### src/hw/rtl/bctc_pkg.sv
// Package of shared constants and types for the CRC-32 trailer checker.
`default_nettype none
package bctc_pkg;

  localparam int unsigned CRC_W = 32;
  localparam int unsigned BYTE_W = 8;
  localparam int unsigned CNT_W = 3;

  localparam logic [CRC_W-1:0] CRC_ALL_ONES = 32'hFFFF_FFFF;
  localparam logic [CRC_W-1:0] POLY_RESET = 32'hEDB8_8320;
  localparam logic [CNT_W-1:0] TRAILER_BYTES = 3'd4;

  // Register index decoded from the configuration address
  localparam logic REG_POLY = 1'b0;

  typedef struct packed {
    logic [CRC_W-1:0] payload_crc;
    logic block_too_short;
    logic trailer_match;
  } result_t;

endpackage
`default_nettype wire

### src/hw/rtl/bctc_crc_byte.sv
// Byte-wide reflected CRC update: eight shift steps against a programmable polynomial.
`default_nettype none
module bctc_crc_byte (
  input  wire logic [bctc_pkg::CRC_W-1:0]  crc_i,
  input  wire logic [bctc_pkg::BYTE_W-1:0] byte_i,
  input  wire logic [bctc_pkg::CRC_W-1:0]  poly_i,
  output logic      [bctc_pkg::CRC_W-1:0]  crc_o
);

  always_comb begin
    logic [bctc_pkg::CRC_W-1:0] r;
    r = crc_i ^ {{(bctc_pkg::CRC_W - bctc_pkg::BYTE_W){1'b0}}, byte_i};
    for (int k = 0; k < bctc_pkg::BYTE_W; k++) begin
      // shift right, fold the polynomial in when the dropped bit is set
      r = r[0] ? (poly_i ^ (r >> 1)) : (r >> 1);
    end
    crc_o = r;
  end

endmodule
`default_nettype wire

### src/hw/rtl/bctc_cfg_regs.sv
// APB-style configuration register file holding the reflected polynomial.
`default_nettype none
module bctc_cfg_regs (
  input  wire logic                        clk,
  input  wire logic                        rst_n,
  input  wire logic                        psel,
  input  wire logic                        penable,
  input  wire logic                        pwrite,
  input  wire logic [2:0]                  paddr,
  input  wire logic [31:0]                 pwdata,
  output logic      [31:0]                 prdata,
  output logic                             pready,
  output logic      [bctc_pkg::CRC_W-1:0]  poly_o
);

  logic [bctc_pkg::CRC_W-1:0] poly_r;
  logic [bctc_pkg::CRC_W-1:0] poly_nxt;
  logic                       wr_en;

  assign pready = 1'b1;
  assign wr_en  = psel && penable && pwrite && pready;

  always_comb begin
    poly_nxt = poly_r;
    if (wr_en) begin
      unique case (paddr[2])
        bctc_pkg::REG_POLY: poly_nxt = pwdata;
        default:            poly_nxt = poly_r;  // out of range: drop the write
      endcase
    end
  end

  always_comb begin
    unique case (paddr[2])
      bctc_pkg::REG_POLY: prdata = poly_r;
      default:            prdata = 32'd0;
    endcase
  end

  always_ff @(posedge clk) begin
    if (!rst_n) begin
      poly_r <= bctc_pkg::POLY_RESET;
    end else begin
      poly_r <= poly_nxt;
    end
  end

  assign poly_o = poly_r;

endmodule
`default_nettype wire

### src/hw/rtl/block_crc32_trailer_check.sv
// Top level of the CRC-32 trailer checker: input register, CRC stage, result register.
//
//  channel | direction | tdata             | tuser / tlast
//  --------+-----------+-------------------+-----------------------------------------
//  in_     | slave     | [7:0] data_byte   | tlast = last_byte
//  out_    | master    | [31:0] payload_crc| tuser[0] trailer_match, [1] block_too_short
//  cfg_    | APB slave | 32-bit data       | reg 0 reflected_polynomial at 0x0
//
// One byte per cycle while the result channel is not stalled; a byte lands in the
// input register, then the CRC stage (one byte-wide CRC update plus a 32-bit compare)
// works on it when the stage advances, and registers the result on a block's final byte.
// Synchronous active-low reset: CRC to all ones, delay line, count and both valids cleared.
// A stalled result holds the CRC stage; the input register still takes one byte.
`default_nettype none
module block_crc32_trailer_check (
  input  wire logic        clk,
  input  wire logic        rst_n,
  // input stream
  input  wire logic        in_tvalid,
  output logic             in_tready,
  input  wire logic [7:0]  in_tdata,   // [7:0] data_byte
  input  wire logic        in_tlast,   // last_byte
  // result stream
  output logic             out_tvalid,
  input  wire logic        out_tready,
  output logic      [31:0] out_tdata,  // [31:0] payload_crc
  output logic      [1:0]  out_tuser,  // [0] trailer_match, [1] block_too_short
  // configuration
  input  wire logic        cfg_psel,
  input  wire logic        cfg_penable,
  input  wire logic        cfg_pwrite,
  input  wire logic [2:0]  cfg_paddr,
  input  wire logic [31:0] cfg_pwdata,
  output logic      [31:0] cfg_prdata,
  output logic             cfg_pready
);

  localparam int unsigned CW = bctc_pkg::CRC_W;
  localparam int unsigned BW = bctc_pkg::BYTE_W;
  localparam int unsigned NW = bctc_pkg::CNT_W;

  logic [CW-1:0] poly;

  bctc_cfg_regs u_cfg (
    .clk     (clk),
    .rst_n   (rst_n),
    .psel    (cfg_psel),
    .penable (cfg_penable),
    .pwrite  (cfg_pwrite),
    .paddr   (cfg_paddr),
    .pwdata  (cfg_pwdata),
    .prdata  (cfg_prdata),
    .pready  (cfg_pready),
    .poly_o  (poly)
  );

  // ---------------------------------------------------------------------------
  // Input register
  // ---------------------------------------------------------------------------
  logic          in_valid_r;
  logic [BW-1:0] in_byte_r;
  logic          in_last_r;
  logic          in_fire;
  logic          stage_fire;

  assign in_fire = in_tvalid && in_tready;

  // Advance the CRC stage when the result register is free or being drained.
  assign stage_fire = in_valid_r && (!out_tvalid || out_tready);
  assign in_tready  = !in_valid_r || stage_fire;

  always_ff @(posedge clk) begin
    if (!rst_n) begin
      in_valid_r <= 1'b0;
    end else if (in_tready) begin
      in_valid_r <= in_tvalid;
    end
  end

  always_ff @(posedge clk) begin
    if (in_fire) begin
      in_byte_r <= in_tdata;
      in_last_r <= in_tlast;
    end
  end

  // ---------------------------------------------------------------------------
  // CRC stage: block state and per-byte update
  // ---------------------------------------------------------------------------
  logic [CW-1:0] crc_acc_r, crc_acc_nxt;
  logic [CW-1:0] delay_r, delay_nxt;
  logic [NW-1:0] seen_r, seen_nxt;
  logic [CW-1:0] crc_fed;
  logic [CW-1:0] crc_upd;
  logic [CW-1:0] dl_upd;
  logic [NW-1:0] seen_upd;
  bctc_pkg::result_t res;

  // The oldest held byte leaves the delay line and enters the CRC.
  bctc_crc_byte u_crc (
    .crc_i  (crc_acc_r),
    .byte_i (delay_r[BW-1:0]),
    .poly_i (poly),
    .crc_o  (crc_fed)
  );

  always_comb begin
    crc_upd  = (seen_r >= bctc_pkg::TRAILER_BYTES) ? crc_fed : crc_acc_r;
    dl_upd   = {in_byte_r, delay_r[CW-1:BW]};
    seen_upd = (seen_r < bctc_pkg::TRAILER_BYTES) ? seen_r + NW'(1) : seen_r;

    res.payload_crc     = crc_upd ^ bctc_pkg::CRC_ALL_ONES;
    res.block_too_short = seen_upd < bctc_pkg::TRAILER_BYTES;
    res.trailer_match   = !res.block_too_short && (dl_upd == res.payload_crc);

    crc_acc_nxt = crc_acc_r;
    delay_nxt   = delay_r;
    seen_nxt    = seen_r;
    if (stage_fire) begin
      if (in_last_r) begin
        // end of block: return to the reset state for the next one
        crc_acc_nxt = bctc_pkg::CRC_ALL_ONES;
        delay_nxt   = '0;
        seen_nxt    = '0;
      end else begin
        crc_acc_nxt = crc_upd;
        delay_nxt   = dl_upd;
        seen_nxt    = seen_upd;
      end
    end
  end

  always_ff @(posedge clk) begin
    if (!rst_n) begin
      crc_acc_r <= bctc_pkg::CRC_ALL_ONES;
      delay_r   <= '0;
      seen_r    <= '0;
    end else begin
      crc_acc_r <= crc_acc_nxt;
      delay_r   <= delay_nxt;
      seen_r    <= seen_nxt;
    end
  end

  // ---------------------------------------------------------------------------
  // Result register
  // ---------------------------------------------------------------------------
  logic              out_valid_r;
  bctc_pkg::result_t out_res_r;

  always_ff @(posedge clk) begin
    if (!rst_n) begin
      out_valid_r <= 1'b0;
    end else if (stage_fire) begin
      out_valid_r <= in_last_r;
    end else if (out_tready) begin
      out_valid_r <= 1'b0;
    end
  end

  always_ff @(posedge clk) begin
    if (stage_fire && in_last_r) begin
      out_res_r <= res;
    end
  end

  assign out_tvalid = out_valid_r;
  assign out_tdata  = out_res_r.payload_crc;
  assign out_tuser  = {out_res_r.block_too_short, out_res_r.trailer_match};

`ifndef SYNTHESIS
  a_seen_saturates: assert property (@(posedge clk) disable iff (!rst_n)
    seen_r <= bctc_pkg::TRAILER_BYTES)
    else $error("byte count passed saturation");

  a_short_result: assert property (@(posedge clk) disable iff (!rst_n)
    (out_tvalid && out_tuser[1]) |-> (out_tdata == '0 && !out_tuser[0]))
    else $error("short block result carries CRC or match");

  a_block_clear: assert property (@(posedge clk) disable iff (!rst_n)
    (stage_fire && in_last_r) |=> (seen_r == '0 && crc_acc_r == bctc_pkg::CRC_ALL_ONES
                                   && delay_r == '0))
    else $error("block state not cleared after final byte");

  a_stall_cause: assert property (@(posedge clk) disable iff (!rst_n)
    !in_tready |-> (in_valid_r && out_tvalid && !out_tready))
    else $error("input stalled without a blocked result");
`endif

endmodule
`default_nettype wire

### config.mk
export PLATFORM = sky130hd
export DESIGN_NAME = block_crc32_trailer_check
export DESIGN_NICKNAME = d
export VERILOG_FILES = /design/src/hw/rtl/bctc_pkg.sv /design/src/hw/rtl/bctc_crc_byte.sv /design/src/hw/rtl/bctc_cfg_regs.sv /design/src/hw/rtl/block_crc32_trailer_check.sv
export SDC_FILE = /design/constraint.sdc
export NUM_CORES = 1
export LEC_CHECK = 0
export CAP_MARGIN = 20
export CORE_MARGIN = 2
export CORE_UTILIZATION = 65
export DETAILED_ROUTE_END_ITERATION = 16
export DONT_BUFFER_PORTS = 1
export PLACE_DENSITY_LB_ADDON = 0.3
export SETUP_SLACK_MARGIN = 0.1
export SKIP_CTS_REPAIR_TIMING = 1
export SLEW_MARGIN = 0
export SYNTH_ARGS = -nofsm -noshare
export SYNTH_HDL_FRONTEND = slang
export SYNTH_SLANG_ARGS = --single-unit
### constraint.sdc
create_clock -name clk -period 6.3 [get_ports clk]
set_clock_uncertainty 0.05 [all_clocks]
set_input_delay 1.26 -clock clk [delete_from_list [all_inputs] [get_ports clk]]
set_output_delay 1.26 -clock clk [all_outputs]
set_load 0.02 [all_outputs]
Word-level counts from Yosys, hierarchy flattened
Cells that the tools add are included.
{"block": "word_totals", "romBits": 0, "ram_bits": 0, "out_inout_bits": 69, "reg_bits": 144, "memories": 0, "wordCells": 56, "latch_bits": 0}
{"block": "op_classes", "bitwise": 11, "multipliers": 0, "eq_ne": 1, "n_addsub": 1, "n_div": 0, "reduce_logical": 13, "n_mux": 16, "n_shift": 0, "magnitude_cmp": 3}
{"operator": "two-way mux 32 bit", "count": 12}
{"operator": "XOR 32 x 31 -> 32 bit", "count": 8}
{"operator": "== test 32 bit", "count": 1}
{"operator": "NOT 32 bit", "count": 1}
{"operator": "XOR 32 x 8 -> 32 bit", "count": 1}
{"operator": "logical AND 1 bit", "count": 6}
{"operator": "less-than comparator 3 bit (second input constant)", "count": 2}
{"operator": "two-way mux 3 bit", "count": 2}
{"operator": "adder 3 x 1 -> 3 bit (second input constant)", "count": 1}
{"operator": "greater-or-equal comparator 3 bit (second input constant)", "count": 1}
{"operator": "logical NOT 1 bit", "count": 3}
{"operator": "logical OR 1 bit", "count": 2}
{"operator": "two-way mux 1 bit", "count": 2}
{"operator": "AND reduction 2 bit", "count": 1}
{"operator": "nonzero test 2 bit", "count": 1}
{"operator": "NOT 1 bit", "count": 1}

Longest topological paths before layout
Gate-level depths: netlist of the first run.
{"block": "depth", "ltp_word": 21, "depth_mapped": 20, "ltp_nobuf": 16}

Modules after synthesis
From an unflattened synthesis of the first run, not the netlist that was laid out.
{"block": "unflattened", "cells_unflattened": 1271, "hier_area_um2": 10956.8}
{"mod": "bctc_crc_byte", "area_each_um2": 4934.7, "cells_per_inst": 692, "instances": 1, "seq_area_each_um2": 0.0}
{"mod": "block_crc32_trailer_check", "area_each_um2": 4414.2, "cells_per_inst": 402, "instances": 1, "seq_area_each_um2": 2672.6}
{"mod": "bctc_cfg_regs", "area_each_um2": 1607.8, "cells_per_inst": 177, "instances": 1, "seq_area_each_um2": 640.6}

Least setup slack after synthesis of the first run
OpenSTA, ideal clock, no wires.
{"block": "synth_timing", "path_type": "reg2reg", "start": "reg u_cfg.poly_r (netlist bit u_cfg.poly_o[0])", "end": "reg out_res_r (netlist bit out_tuser[0]), data pin", "path_stages_with_launch": 18, "arrival_ps": 4266, "period_less_slack_ps": 4450, "n_path_buf": 1, "path_slack_ps": 1850, "cell_sequence": "dfxtp_1 > buf_2 > clkinv_1 > o21ai_1 > o211ai_2 > o2111a_2 > and3_1 > or3_4 > a31o_2 > a211oi_4 > o21ai_1 > xnor3_1 > xor2_1 > mux2i_1 > a2111oi_2 > o2111ai_1 > a2111oi_2 > and4_1"}
{"element": "from (decl)", "line": "bctc_cfg_regs.sv:16", "text": "logic [bctc_pkg::CRC_W-1:0] poly_r;"}
{"element": "from (signal assigned)", "line": "bctc_cfg_regs.sv:42", "text": "poly_r <= bctc_pkg::POLY_RESET;"}
{"element": "from (signal assigned)", "line": "bctc_cfg_regs.sv:44", "text": "poly_r <= poly_nxt;"}
{"element": "to (signal assigned)", "line": "block_crc32_trailer_check.sv:163", "text": "out_res_r <= res;"}
{"element": "to (decl)", "line": "block_crc32_trailer_check.sv:149", "text": "bctc_pkg::result_t out_res_r;"}

==> results of run 1 <==
-- sequential cells by signal (all words and copies together), names as in the netlist, 2 cells and up --
name / count
in_byte_r: 8
delay_r: 32
crc_acc_r: 32
out_tuser: 2
out_tdata: 32
u_cfg.poly_o: 32
seen_r: 3
-- final timing paths --
check / start / endpoint / slack, ns
min: delay_r[27]$_SDFFE_PN0P_ / delay_r[19]$_SDFFE_PN0P_ / 0.41
max: crc_acc_r[0]$_SDFFE_PN1P_ / out_tuser[0]$_DFFE_PP_ / 0.54
max reg2reg: crc_acc_r[0]$_SDFFE_PN1P_ / out_tuser[0]$_DFFE_PP_ / 0.54
min reg2reg: delay_r[27]$_SDFFE_PN0P_ / delay_r[19]$_SDFFE_PN0P_ / 0.41
-- metal layers --
metal | part of all wire | track usage | vias to the layer above
met2 | 0.46 | 0.537 | 563
li1 | - | - | 4458
met1 | 0.40 | 0.446 | 4581
met3 | 0.087 | 0.0567 | 114
met4 | 0.047 | 0.162 | 0
met5 | 0 | 0 | -
-- stage by stage --
step           worst slack [ns]  hold slack, ns  cells   util
6_report                  0.542           0.414   1519  0.711
5_1_grt                   0.265           0.427   1519  0.711
4_1_cts                   0.151           0.417   1517  0.708
3_5_place_dp              0.200           0.410   1485  0.672
3_3_place_gp              0.382           0.401   1485  0.672
2_1_floorplan              1.85           0.395   1355      -
-- cells by family (layout without fill, tap and decap cells) --
kind of cell    Yosys count  after routing  share of synthesized area
buf+inv                 133             81                     0.0486
xor+xnor                262            262                      0.233
mux                      34             34                     0.0323
fa+ha+maj                 2              2                    0.00233
flops                   144            144                      0.309
compound gates          246            246                      0.159
other cells               1              1                   0.000350
simple gates            533            533                      0.216
-- area by class of cell --
type                       count  area [sq um]
sequential                   144          3310
fill                        1326          4620
tap                          216           270
clock buffer                  20           437
multi-input combinational   1078          6920
clock inverter                12           136
timing repair buffer          29           233
inverter                      20          75.1
-- worst min-delay path: stages, from the launching register on --
cell     delay (ns)
dfxtp_1        0.32
nand2_1        0.06
a21oi_1        0.05
-- power breakdown --
group          internal (mW)  leakage [nW]  switching, mW
clock network          0.587         0.278          0.411
registers              0.990          1.23         0.0594
logic                  0.487          2.84          0.596
total                   2.06          4.35           1.07
-- cell usage after synthesis (all sizes together) (6+ instances only) --
cell type,n
a211oi,7
nor2b,31
xor2,34
nand2,354
inv,16
and2,7
o2111ai,6
a21boi,22
edfxtp,43
a21oi,53
o21ai,53
nand4,6
xnor3,7
a22oi,7
a32oi,13
and3,12
xnor2,219
nor2,37
nor3,10
clkbuf,92
nand3,54
a31oi,7
mux2i,32
a22o,8
buf,21
o211ai,38
dfxtp,101
==> results.sh, run 1 <==
export IMPL_status="complete, no violations"
export IMPL_drc=0
export IMPL_fin_tns_setup_ns=0
export IMPL_clkTransAtPathRegs_ns=0.06
export IMPL_yosysTopAreaCell="dfxtp_1"
export IMPL_rsz0062_at_grt="no"
export IMPL_antenna_found_initial=0
export IMPL_worstMarginPinSlew_ns=0.980
export IMPL_hpwl_mm=20.3
export IMPL_ff2ff_path_depth=16
export IMPL_final_common_cell="nand2_1"
export IMPL_ys_seq_elements=144
export IMPL_start_util=0.670
export IMPL_fin_total_pwr_mw=3.13
export IMPL_cp_depth=16
export IMPL_grt_total_usage=0.337
export IMPL_cts_root_buf="clkbuf_16"
export IMPL_worstPathArrival_ns=6.00
export IMPL_synthArstFlopShare=0
export IMPL_die_h_microns=132
export IMPL_synth_area_leaders="dfxtp_1 19%, xnor2_1 17%, nand2_1 12%"
export IMPL_fp_coreArea_sq_mm=0.0160
export IMPL_synthCells=1355
export IMPL_synth_cell_type_count=76
export IMPL_maxCapViolCount=0
export IMPL_place_gp_congestion=0.942
export IMPL_htreeDepth=4
export IMPL_leakagePower_nw=4.35
export IMPL_required_ns=6.54
export IMPL_overflow=0
export IMPL_crit_type="register to register"
export IMPL_cp_top_family="simple AND/OR/NAND/NOR gates"
export IMPL_io_buffers=0
export IMPL_wl_per_cell_microns=19.6
export IMPL_cts_buffers_inserted=17
export IMPL_routed_wl_mm=29.7
export IMPL_synth_edf_count=43
export IMPL_netlist_area_sq_mm=0.0107
export IMPL_finalNetCount=1343
export IMPL_finalSetupViolCount=0
export IMPL_dr_total_vias=9716
export IMPL_clkLatencyLatePin_ns=0.43
export IMPL_period_needed_ns=5.76
export IMPL_crit_path_cell_trace="xor2_2, buf_4, a21oi_1, nor2_1, xnor2_4, a32oi_2, a31oi_1, o2111ai_1, a31o_2, and2_2, nand2_1, xnor2_1, mux2i_1, xor2_1, nor4_1, and4_1"
export IMPL_critPathMaxStageDelay_ns=0.51
export IMPL_cts_tree="done"
export IMPL_synth_warnings=0
export IMPL_max_freq_ghz=0.174
export IMPL_diodes=0
export IMPL_syn_nets=1408
export IMPL_die_x_microns=132
export IMPL_ys_seq_area_frac=0.309
export IMPL_syn_area_per_cell_sq_um=7.92
export IMPL_drtIter0Drc=1214
export IMPL_relSlewSlack=0.344
export IMPL_cp_start_kind="register"
export IMPL_critPathBufInv=1
export IMPL_min_period_over_period=0.914
export IMPL_first_pass_iters=5
export IMPL_drive_gt1_frac=0.0706
export IMPL_grt_pass1_vias=8825
export IMPL_rows=46
export IMPL_finalInstanceArea_sq_mm=0.0114
export IMPL_hp_class="register to register"
export IMPL_maxSlewViolCount=0
export IMPL_slowest_stage="nor4_1"
export IMPL_synth_main_ff_cell="dfxtp_1"
export IMPL_mostFrequentLayoutCells="353 x nand2_1, 210 x xnor2_1, 100 x dfxtp_1, 54 x nand3_1, 52 x a21oi_1"
export IMPL_ant_nets=0
export IMPL_place_area_sq_mm=0.0108
export IMPL_clockBufferDepth=2
export IMPL_hold_viol=0
export IMPL_worstPathMaxFanout=22
export IMPL_vias_per_cell=6.40
export IMPL_holdPathStages=2
export IMPL_synth_top_area_frac=0.188
export IMPL_worstSetupEndpointType="register"
export IMPL_io_pins=120
export IMPL_peakVddDrop_uv=227
export IMPL_clock_sinks=144
export IMPL_die_area_sq_mm=0.0175
export IMPL_power_density_mw_per_mm2=275
export IMPL_grt_max_degree=98
export IMPL_syn2layout_area_growth_pct=6.10
export IMPL_grt_pass1_wl_mm=47.5
No activity file was read; power rests on OpenSTA's default activity.
==> inputs of run 2 (changes only) <==
- HOLD_SLACK_MARGIN: not set -> 0.06
- RECOVER_POWER: not set -> 100
==> run 2 against run 1 <==
The run now ends with capacitance limit, slew limit left. Utilization decreased by 0.28 points. Critical path depth up 1. Sequential cell count unchanged. Register-to-register slack got worse by 0.06 ns. Total power about the same. Clock power is essentially flat. Cell area is 0.40% lower. Combinational power about the same. First-iteration DRC count is 6.2% higher. Wire length shrank 0.12%. Clock-buffer cell count did not move. Critical endpoint unchanged. Largest cell class unchanged. Highest routed layer unchanged.
==> results.sh, run 2 (same netlist as run 1, synthesis figures left out) <==
export IMPL_hpwl_mm=20.3
export IMPL_drive_gt1_frac=0.0652
export IMPL_critPathMaxStageDelay_ns=0.50
export IMPL_violations="capacitance limit, slew limit"
export IMPL_wl_per_cell_microns=19.6
export IMPL_p_clk_frac=0.319
export IMPL_max_freq_ghz=0.172
export IMPL_drc=0
export IMPL_overflow=0
export IMPL_cts_buffers_inserted=17
export IMPL_cts_root_buf="clkbuf_16"
export IMPL_routed_wl_mm=29.7
export IMPL_worstSetupEndpointType="register"
export IMPL_clkLatencyLatePin_ns=0.43
export IMPL_ant_nets=0
export IMPL_cp_common_cell="nand2_1"
export IMPL_finalNetCount=1343
export IMPL_start_util=0.670
export IMPL_period_needed_ns=5.82
export IMPL_place_gp_congestion=0.942
export IMPL_power_switching_mw=1.07
export IMPL_dr_total_vias=9669
export IMPL_cp_top_family="simple AND/OR/NAND/NOR gates"
export IMPL_worstPathMaxFanout=18
export IMPL_status="complete, but fails checks"
export IMPL_die_h_microns=132
export IMPL_peakVddDrop_uv=227
export IMPL_cts_tree="done"
export IMPL_grt_pass1_wl_mm=47.5
export IMPL_mostFrequentLayoutCells="353 x nand2_1, 211 x xnor2_1, 100 x dfxtp_1, 54 x nand3_1, 52 x a21oi_1"
export IMPL_worstPathArrival_ns=6.06
export IMPL_vias_per_cell=6.37
export IMPL_grt_total_usage=0.337
export IMPL_antenna_found_initial=0
export IMPL_hold_ws_ns=0.415
export IMPL_worstMarginPinSlew_ns=2.28
export IMPL_slowest_stage="mux2i_1"
export IMPL_grt_max_degree=98
export IMPL_rsz0062_at_grt="no"
export IMPL_relSlewSlack=-0.518
export IMPL_p_sw_frac=0.341
export IMPL_comb_power_share=0.345
export IMPL_io_buffers=0
export IMPL_clkTransAtPathRegs_ns=0.07
export IMPL_die_x_microns=132
export IMPL_grt_pass1_vias=8825
export IMPL_first_pass_iters=6
export IMPL_crit_path_cell_trace="clkinv_1, clkbuf_1, nor2_1, nand2_1, o2111a_2, and2_0, xnor2_4, a21oi_1, o2111ai_1, a31o_2, and2_2, nand2_1, xnor2_1, mux2i_1, xor2_1, nor4_1, and4_1"
export IMPL_die_area_sq_mm=0.0175
export IMPL_fin_tns_setup_ns=0
export IMPL_htreeDepth=4
export IMPL_maxSlewViolCount=77
export IMPL_drtIter0Drc=1289
export IMPL_required_ns=6.54
export IMPL_hp_class="register to register"
export IMPL_final_common_cell="nand2_1"
export IMPL_io_pins=120
export IMPL_hold_viol=0
export IMPL_power_density_mw_per_mm2=276
export IMPL_finalSetupViolCount=0
export IMPL_power_frac_seq=0.335
export IMPL_crit_type="register to register"
export IMPL_clockBufferDepth=2
export IMPL_maxCapViolCount=2
export IMPL_critPathBufInv=2
export IMPL_cp_start_kind="register"
export IMPL_internal_power_mw=2.06
export IMPL_syn2layout_area_growth_pct=5.68
export IMPL_leakagePower_nw=4.32
export IMPL_min_period_over_period=0.923
export IMPL_fp_coreArea_sq_mm=0.0160
export IMPL_clock_sinks=144
export IMPL_diodes=0
export IMPL_rows=46
## run 2: cell count changes in the layout (fill, tap and decap cells not counted)
cell,change
clkbuf_1,+6
buf_8,-2
xnor2_2,-1
buf_4,-4
xnor2_1,+1
and2_0,+2
o21ai_1,-1
o21ai_0,+1
and2_1,-2
## run 2: stage by stage
stage               area (sq um)  total power, mW   util  std cells  setup slack, ns
global placement           10800             2.10  0.672       1485            0.382
detailed placement         10800             2.12  0.672       1485            0.200
floorplan                  10700             1.92      -       1355             1.85
global route               11300             3.26  0.709       1519            0.146
finish                     11300             3.13  0.709       1519            0.483
CTS                        11300             3.11  0.708       1517            0.151
## run 2: final cells by class
class                   instances  area (sq um)
inverters                      20          75.1
multi-input cells            1078          6910
repair buffers                 29           195
fillers                      1333          4660
clock inverters                12           136
well taps                     216           270
clock buffers                  20           437
flip-flops and latches        144          3310
## run 2: path summary, 6_finish.rpt
path / startpoint / endpoint / slack [ns] / cells after the start
hold reg to reg: delay_r[27]$_SDFFE_PN0P_ / delay_r[19]$_SDFFE_PN0P_ / 0.42 / 2
setup reg to reg: u_cfg.poly_o[0]$_SDFFE_PN0P_ / out_tuser[0]$_DFFE_PP_ / 0.48 / 17
hold / removal: delay_r[27]$_SDFFE_PN0P_ / delay_r[19]$_SDFFE_PN0P_ / 0.42 / 2
setup / recovery: u_cfg.poly_o[0]$_SDFFE_PN0P_ / out_tuser[0]$_DFFE_PP_ / 0.48 / 17
## run 2: worst reg2reg max path, delay by kind of cell, from the launching register on
family | cells | cell delay (ns)
AOI/OAI and AO/OA | 4 | 1.24
DFF | 1 | 0.47
buffers and inverters | 2 | 0.54
xor gates and xnor gates | 3 | 0.78
and+or+nand+nor | 7 | 2.10
muxes | 1 | 0.50
## run 2: metal layers
layer / global-route usage / share of wire
met4: 0.162 / 0.046
met2: 0.537 / 0.47
met3: 0.0567 / 0.092
met1: 0.446 / 0.40
met5: 0 / 0
## run 2: power groups by stage
stage / clock network [mW] / logic [mW] / registers [mW]
2_1_floorplan: 0 / 0.886 / 1.04
3_3_place_gp: 0 / 1.03 / 1.07
3_5_place_dp: 0 / 1.05 / 1.07
4_1_cts: 1.00 / 1.07 / 1.05
5_1_grt: 1.05 / 1.16 / 1.05
6_report: 0.998 / 1.08 / 1.05
